===== config.mk =====
export PLATFORM = sky130hd
export DESIGN_NAME = prc_muldiv
export DESIGN_NICKNAME = d
export VERILOG_FILES = /design/src/hdl/prc_muldiv.sv
export SDC_FILE = /design/constraint.sdc
export NUM_CORES = 2
export LEC_CHECK = 0
export ABC_AREA = 1
export BUFFER_PORTS_ARGS = -buffer_cell sky130_fd_sc_hd__buf_2
export CAP_MARGIN = 20
export CORE_AREA = 5 5 367 369
export DETAILED_ROUTE_END_ITERATION = 6
export DIE_AREA = 0 0 372 374
export SLEW_MARGIN = 20
export SYNTH_ARGS = -nofsm -noshare
export SYNTH_HDL_FRONTEND = slang
export SYNTH_SLANG_ARGS = --single-unit

===== constraint.sdc =====
create_clock -name aclk -period 19 [get_ports aclk]
set_clock_uncertainty 0.2 [all_clocks]
set_input_delay 1.9 -clock aclk [delete_from_list [all_inputs] [get_ports aclk]]
set_output_delay 1.9 -clock aclk [all_outputs]
set_load 0.05 [all_outputs]

===== src/hdl/prc_muldiv.sv =====
// Iterative signed (a*b)/d with truncation toward zero, one quotient bit
// per cycle after a registered product. Depends on nothing but its ports.
module prc_muldiv #(
    parameter int W = 33
) (
    input  logic                aclk,
    input  logic                aresetn,
    input  logic                start,
    input  logic signed [W-1:0] a,
    input  logic signed [W-1:0] b,
    input  logic signed [W-1:0] d,
    output logic                done,
    output logic signed [W-1:0] q
);
    localparam int PW = 2 * W;
    localparam int CW = $clog2(PW + 1);

    logic [W-1:0]  ua, ub, ud_next;
    logic [W-1:0]  ud_reg;
    logic [PW-1:0] prod_reg, prod_next;
    logic [W:0]    rem_reg, rem_next, rem_sh;
    logic [W-1:0]  quo_reg, quo_next;
    logic          neg_reg, neg_next;
    logic [CW-1:0] cnt_reg, cnt_next;
    logic          busy_reg, busy_next;
    logic          mul_reg, mul_next;
    logic          done_reg, done_next;
    logic [W-1:0]  ua_reg, ub_reg, ua_next, ub_next;

    assign ua = a[W-1] ? W'(-a) : W'(a);
    assign ub = b[W-1] ? W'(-b) : W'(b);
    assign ud_next = d[W-1] ? W'(-d) : W'(d);
    assign rem_sh = {rem_reg[W-1:0], prod_reg[PW-1]};

    always_comb begin
        prod_next = prod_reg;
        rem_next  = rem_reg;
        quo_next  = quo_reg;
        neg_next  = neg_reg;
        cnt_next  = cnt_reg;
        busy_next = busy_reg;
        mul_next  = mul_reg;
        done_next = 1'b0;
        ua_next   = ua_reg;
        ub_next   = ub_reg;
        if (start) begin
            ua_next   = ua;
            ub_next   = ub;
            neg_next  = (a[W-1] ^ b[W-1]) ^ d[W-1];
            mul_next  = 1'b1;
            busy_next = 1'b1;
            rem_next  = '0;
            quo_next  = '0;
            cnt_next  = CW'(PW);
        end else if (mul_reg) begin
            prod_next = PW'(ua_reg) * PW'(ub_reg);
            mul_next  = 1'b0;
        end else if (busy_reg) begin
            prod_next = {prod_reg[PW-2:0], 1'b0};
            if (rem_sh >= {1'b0, ud_reg}) begin
                rem_next = rem_sh - {1'b0, ud_reg};
                quo_next = {quo_reg[W-2:0], 1'b1};
            end else begin
                rem_next = rem_sh;
                quo_next = {quo_reg[W-2:0], 1'b0};
            end
            cnt_next = cnt_reg - 1'b1;
            if (cnt_reg == CW'(1)) begin
                busy_next = 1'b0;
                done_next = 1'b1;
            end
        end
    end

    always_ff @(posedge aclk) begin
        if (!aresetn) begin
            busy_reg <= 1'b0;
            mul_reg  <= 1'b0;
            done_reg <= 1'b0;
        end else begin
            busy_reg <= busy_next;
            mul_reg  <= mul_next;
            done_reg <= done_next;
        end
        prod_reg <= prod_next;
        rem_reg  <= rem_next;
        quo_reg  <= quo_next;
        neg_reg  <= neg_next;
        cnt_reg  <= cnt_next;
        ua_reg   <= ua_next;
        ub_reg   <= ub_next;
        if (start) ud_reg <= ud_next;
    end

    assign done = done_reg;
    assign q    = neg_reg ? -$signed(quo_reg) : $signed(quo_reg);
endmodule


Word-level counts from Yosys, hierarchy flattened
Cells that the tools add are included.
- flip-flop bits (word level): 242
- magnitude comparators: 1
- bitwise logic cells: 6
- $mul: 1
- add/sub/neg operators: 6
- reductions and logical operators: 4
- eq/ne operators: 2
- muxes and demuxes: 14
- operators by type and width (operator ; count):
    two-way mux 66 bit ; 2
    negator 33 bit ; 4
    two-way mux 32 bit ; 3
    multiplier 33 x 33 -> 66 bit ; 1
    two-way mux 33 bit ; 2
    greater-or-equal comparator 34 x 33 -> 1 bit ; 1
    subtractor 33 bit ; 1
    equality test 7 x 1 -> 1 bit, second input constant ; 1
    two-way mux 1 bit ; 7
    subtractor 7 x 1 -> 7 bit, second input constant ; 1
    NOT 1 bit ; 4
    AND reduction 2 bit ; 2
    OR reduction 4 bit ; 1
    != test 2 bit, second input constant ; 1
    nonzero test 2 bit ; 1
    XOR 1 bit ; 2

Depth between registers and ports, before layout
- depth in word-level cells: 5
- mapped depth: 32

Least setup slack after synthesis
No wires, ideal clock.
- kind: reg-to-reg
- start: register ub_reg[0]
- end: register prod_reg[32] (data pin)
- data required time: 18546 ps
- clock period less this slack: 6891 ps
- stages on the path, launching flop included: 31
- data arrival time: 6438 ps
- slack: 12109 ps
- library setup time: 254 ps
- cell sequence: edfxtp_1 clkbuf_1 clkbuf_1 nand2_1 inv_1 fa_1 inv_1 fa_1 inv_1 fa_1 inv_1 fa_1 inv_1 fa_1 inv_1 fa_1 inv_1 fa_1 inv_1 fa_1 inv_1 ha_1 a21oi_1 o21ai_0 nand2_1 nand2_1 a21oi_1 nand2_1 or2_2 nand3_1 nand2_1
- word-level cells in the longest chain between the ends: 2
- RTL lines (item ; RTL line ; source):
    start: declaration ; 28 ; logic [W-1:0] ua_reg, ub_reg, ua_next, ub_next;
    start signal: assignment ; 91 ; ub_reg <= ub_next;
    multiplier 33 x 33 -> 66 bit ; 56 ; prod_next = PW'(ua_reg) * PW'(ub_reg);
    two-way mux 66 bit ; 55 ; end else if (mul_reg) begin
    end signal: assignment ; 85 ; prod_reg <= prod_next;
    end: declaration ; 20 ; logic [PW-1:0] prod_reg, prod_next;
No other way between the ends.
A chain may end at the register's enable or synchronous reset.

Final worst setup path
- start: register ub_reg[10]
- end: register prod_reg[34] (data pin)
The elaborated chain is that of the path after synthesis.

==> reports/metrics.cfg <==
[drt]
ant_nets=0
via_per_inst=4.889
wl_per_cell_um=18.03
route.detailed.drc=0
num_vias=42229
drt_iter0_markers=2931
dr.pass1.iters=6
drt_wl_total_um=155800

[yosys]
yosysWarnings=0
synth_edf_count=166
syn-instance-count=6929
synth_top_flop_cell=edfxtp_1
synth_nets=8294
synth-seq-cells=242
yosysUniqueCellTypes=44
synthTopCellsByArea=fa_1 37%, inv_1 14%, nand2_1 14%, edfxtp_1 9.6%, ha_1 7.3%
netlist.area_leader.share=0.3702
ys_seq_area_frac=0.1255
async_flop_share=0
syn_area_mm2=0.05186
synth_top_area_cell=fa_1
avgSynthCellArea_um2=7.484

[die]
core_mm2=0.1308
die_area_mm2=0.1391
initial_core_util=0.3965
ios=136
rows=133
die_w_um=372
die_h_um=374

[placed_design]
gp_congestion=0.9169
port_buffers=135
post-dp-hpwl_um=120200

[clocking]
cts_sinks=242
holdBufCountCts=0
cts.clk_slew.worst_paths_ns=0.06
cts_tree=yes
clk_latency_ns=0.58
clock_path_buffers=3
clockRootBuffer=clkbuf_16
htree_levels=2
numCtsBuffers=34
postCtsSetupRepairBufs=0
postCtsResizedCells=0

[worst_setup_path]
r2r_cells=22
path_class=reg -> reg
max_stage_delay_ns=0.93
worstSetupEndpointType=flop
ff2ff_setup_slack_ns=10.60
critPathRequiredTime_ns=19.14
r2r_end=prod_reg[34]
cp.arrival_ns=8.54
start_kind=flop
path_cells=buf_4, nand2_1, fa_1, fa_1, fa_1, fa_1, fa_1, inv_1, fa_1, fa_1, inv_1, fa_1, inv_1, ha_1, a21oi_1, o21ai_0, a21oi_1, nand3_1, nand3_1, nand3b_1, nand3_1, nand2_1
critPathSlowestCell=edfxtp_1
r2r-start=ub_reg[10]
crit_fanout=23
path_delay_family=adder cells
crit_top_cell=fa_1
crit_buf_inv=4

[timing]
tightestPinTransition_ns=1.042
report.final.setup_viol=0
layout_min_cycle_time_ns=8.405
fin_crit_sh=0.4424
fmax_mhz=119.0
final_hold_viol_count=0
setup-tns-final_ns=0
drv_slew=0
maxSlewHeadroom=0.3000
rsz0062_at_grt=false

[finish]
largest_reg_flops=66
mostFrequentLayoutCells=1990 x inv_1, 1920 x nand2_1, 959 x fa_1
area.growth.synth_to_final_pct=6.409
fin_util=0.4219
drive_above_1_share=0.04287
final_nets=8221
final_common_cell=inv_1

[min_path]
holdPathEnd=done
hp-start=busy_reg
hold_path_class=reg -> reg
min_path_cells=2

[grt]
track_usage=0.2286
antenna_found_initial=7
grt_remaining_overflow=0
grt_start_max_net_pins=84
grt_pass1_vias=45222
grt_pass1_wl_um=250300

[status]
status=finished clean

[run]
drv_cap=0

==> through the flow <==
stage	worst slack (ns)	instances	instance area, um2	hold WS [ns]
3_5_place_dp	10.66	8575	54110	0.2519
4_1_cts	10.65	8636	55180	0.2496
5_1_grt	10.32	8636	55180	0.2825
3_3_place_gp	10.68	8574	54090	0.2483
6_report	10.60	8637	55180	0.2515
2_1_floorplan	12.11	6929	51860	0.2327
==> cell families after synthesis <==
logic type      Yosys count  synth area share
xor+xnor                161           0.02719
flops                   242            0.1255
compound gates          373           0.03783
simple gates           2576            0.1980
buf+inv                2314            0.1679
fa+ha+maj              1263            0.4436
==> area by class of cell <==
| type | count | area, um2 |
|---|---|---|
| inverter | 1995 | 7488 |
| multi-input combinational | 4373 | 36670 |
| sequential | 242 | 6507 |
| clock buffer | 42 | 880.8 |
| fill | 13564 | 75620 |
| antenna | 1 | 2.502 |
| clock inverter | 19 | 183.9 |
| tap | 1755 | 2196 |
| timing repair buffer | 210 | 1252 |
==> worst max-delay path by stage <==
stage / from / to / slack, ns / depth (start not counted)
after global placement: ub_reg[0] / prod_reg[62] / 10.68 / 28
after CTS: ub_reg[10] / prod_reg[30] / 10.65 / 23
after global routing: ub_reg[10] / prod_reg[62] / 10.32 / 25
after detailed placement: ub_reg[10] / prod_reg[30] / 10.66 / 23
final: ub_reg[10] / prod_reg[34] / 10.60 / 22
after floorplan: ub_reg[0] / prod_reg[32] / 12.11 / 30
==> Yosys cell counts, types with 3 or more instances <==
cell,number
a21boi_0,3
a21o_1,4
a21oi_1,176
a31oi_1,10
and2_1,5
buf_1,9
buf_2,6
clkbuf_1,301
clkinv_1,3
dfxtp_1,76
edfxtp_1,166
fa_1,959
ha_1,304
inv_1,1990
nand2_1,1920
nand2_2,3
nand3_1,178
nand3b_1,25
nand4_1,28
nor2_1,338
nor2_2,5
nor3_1,40
nor4_1,11
o21a_1,3
o21ai_0,150
o21ai_1,4
o21bai_1,13
o31ai_1,6
or2_2,13
xnor2_1,49
xor2_1,112
==> metal layers <==
metal  global-route usage  vias up  part of all wire  wire, um
met4              0.08914        0             0.047      7282
met2               0.3915     1404              0.48     74530
li1                     -    19621                 -         -
met5                    0        -                 0         0
met3              0.02698      343             0.063      9877
met1               0.2956    20861              0.41     64070
==> tightest hold or removal path, stage by stage, from the launching register on <==
cell     delay [ns]
dfxtp_1        0.31
nand2_1        0.07
nor2_1         0.04
Power is not shown: default switching activity piles up to over one toggle a cycle in this logic, so the estimate is an artifact.
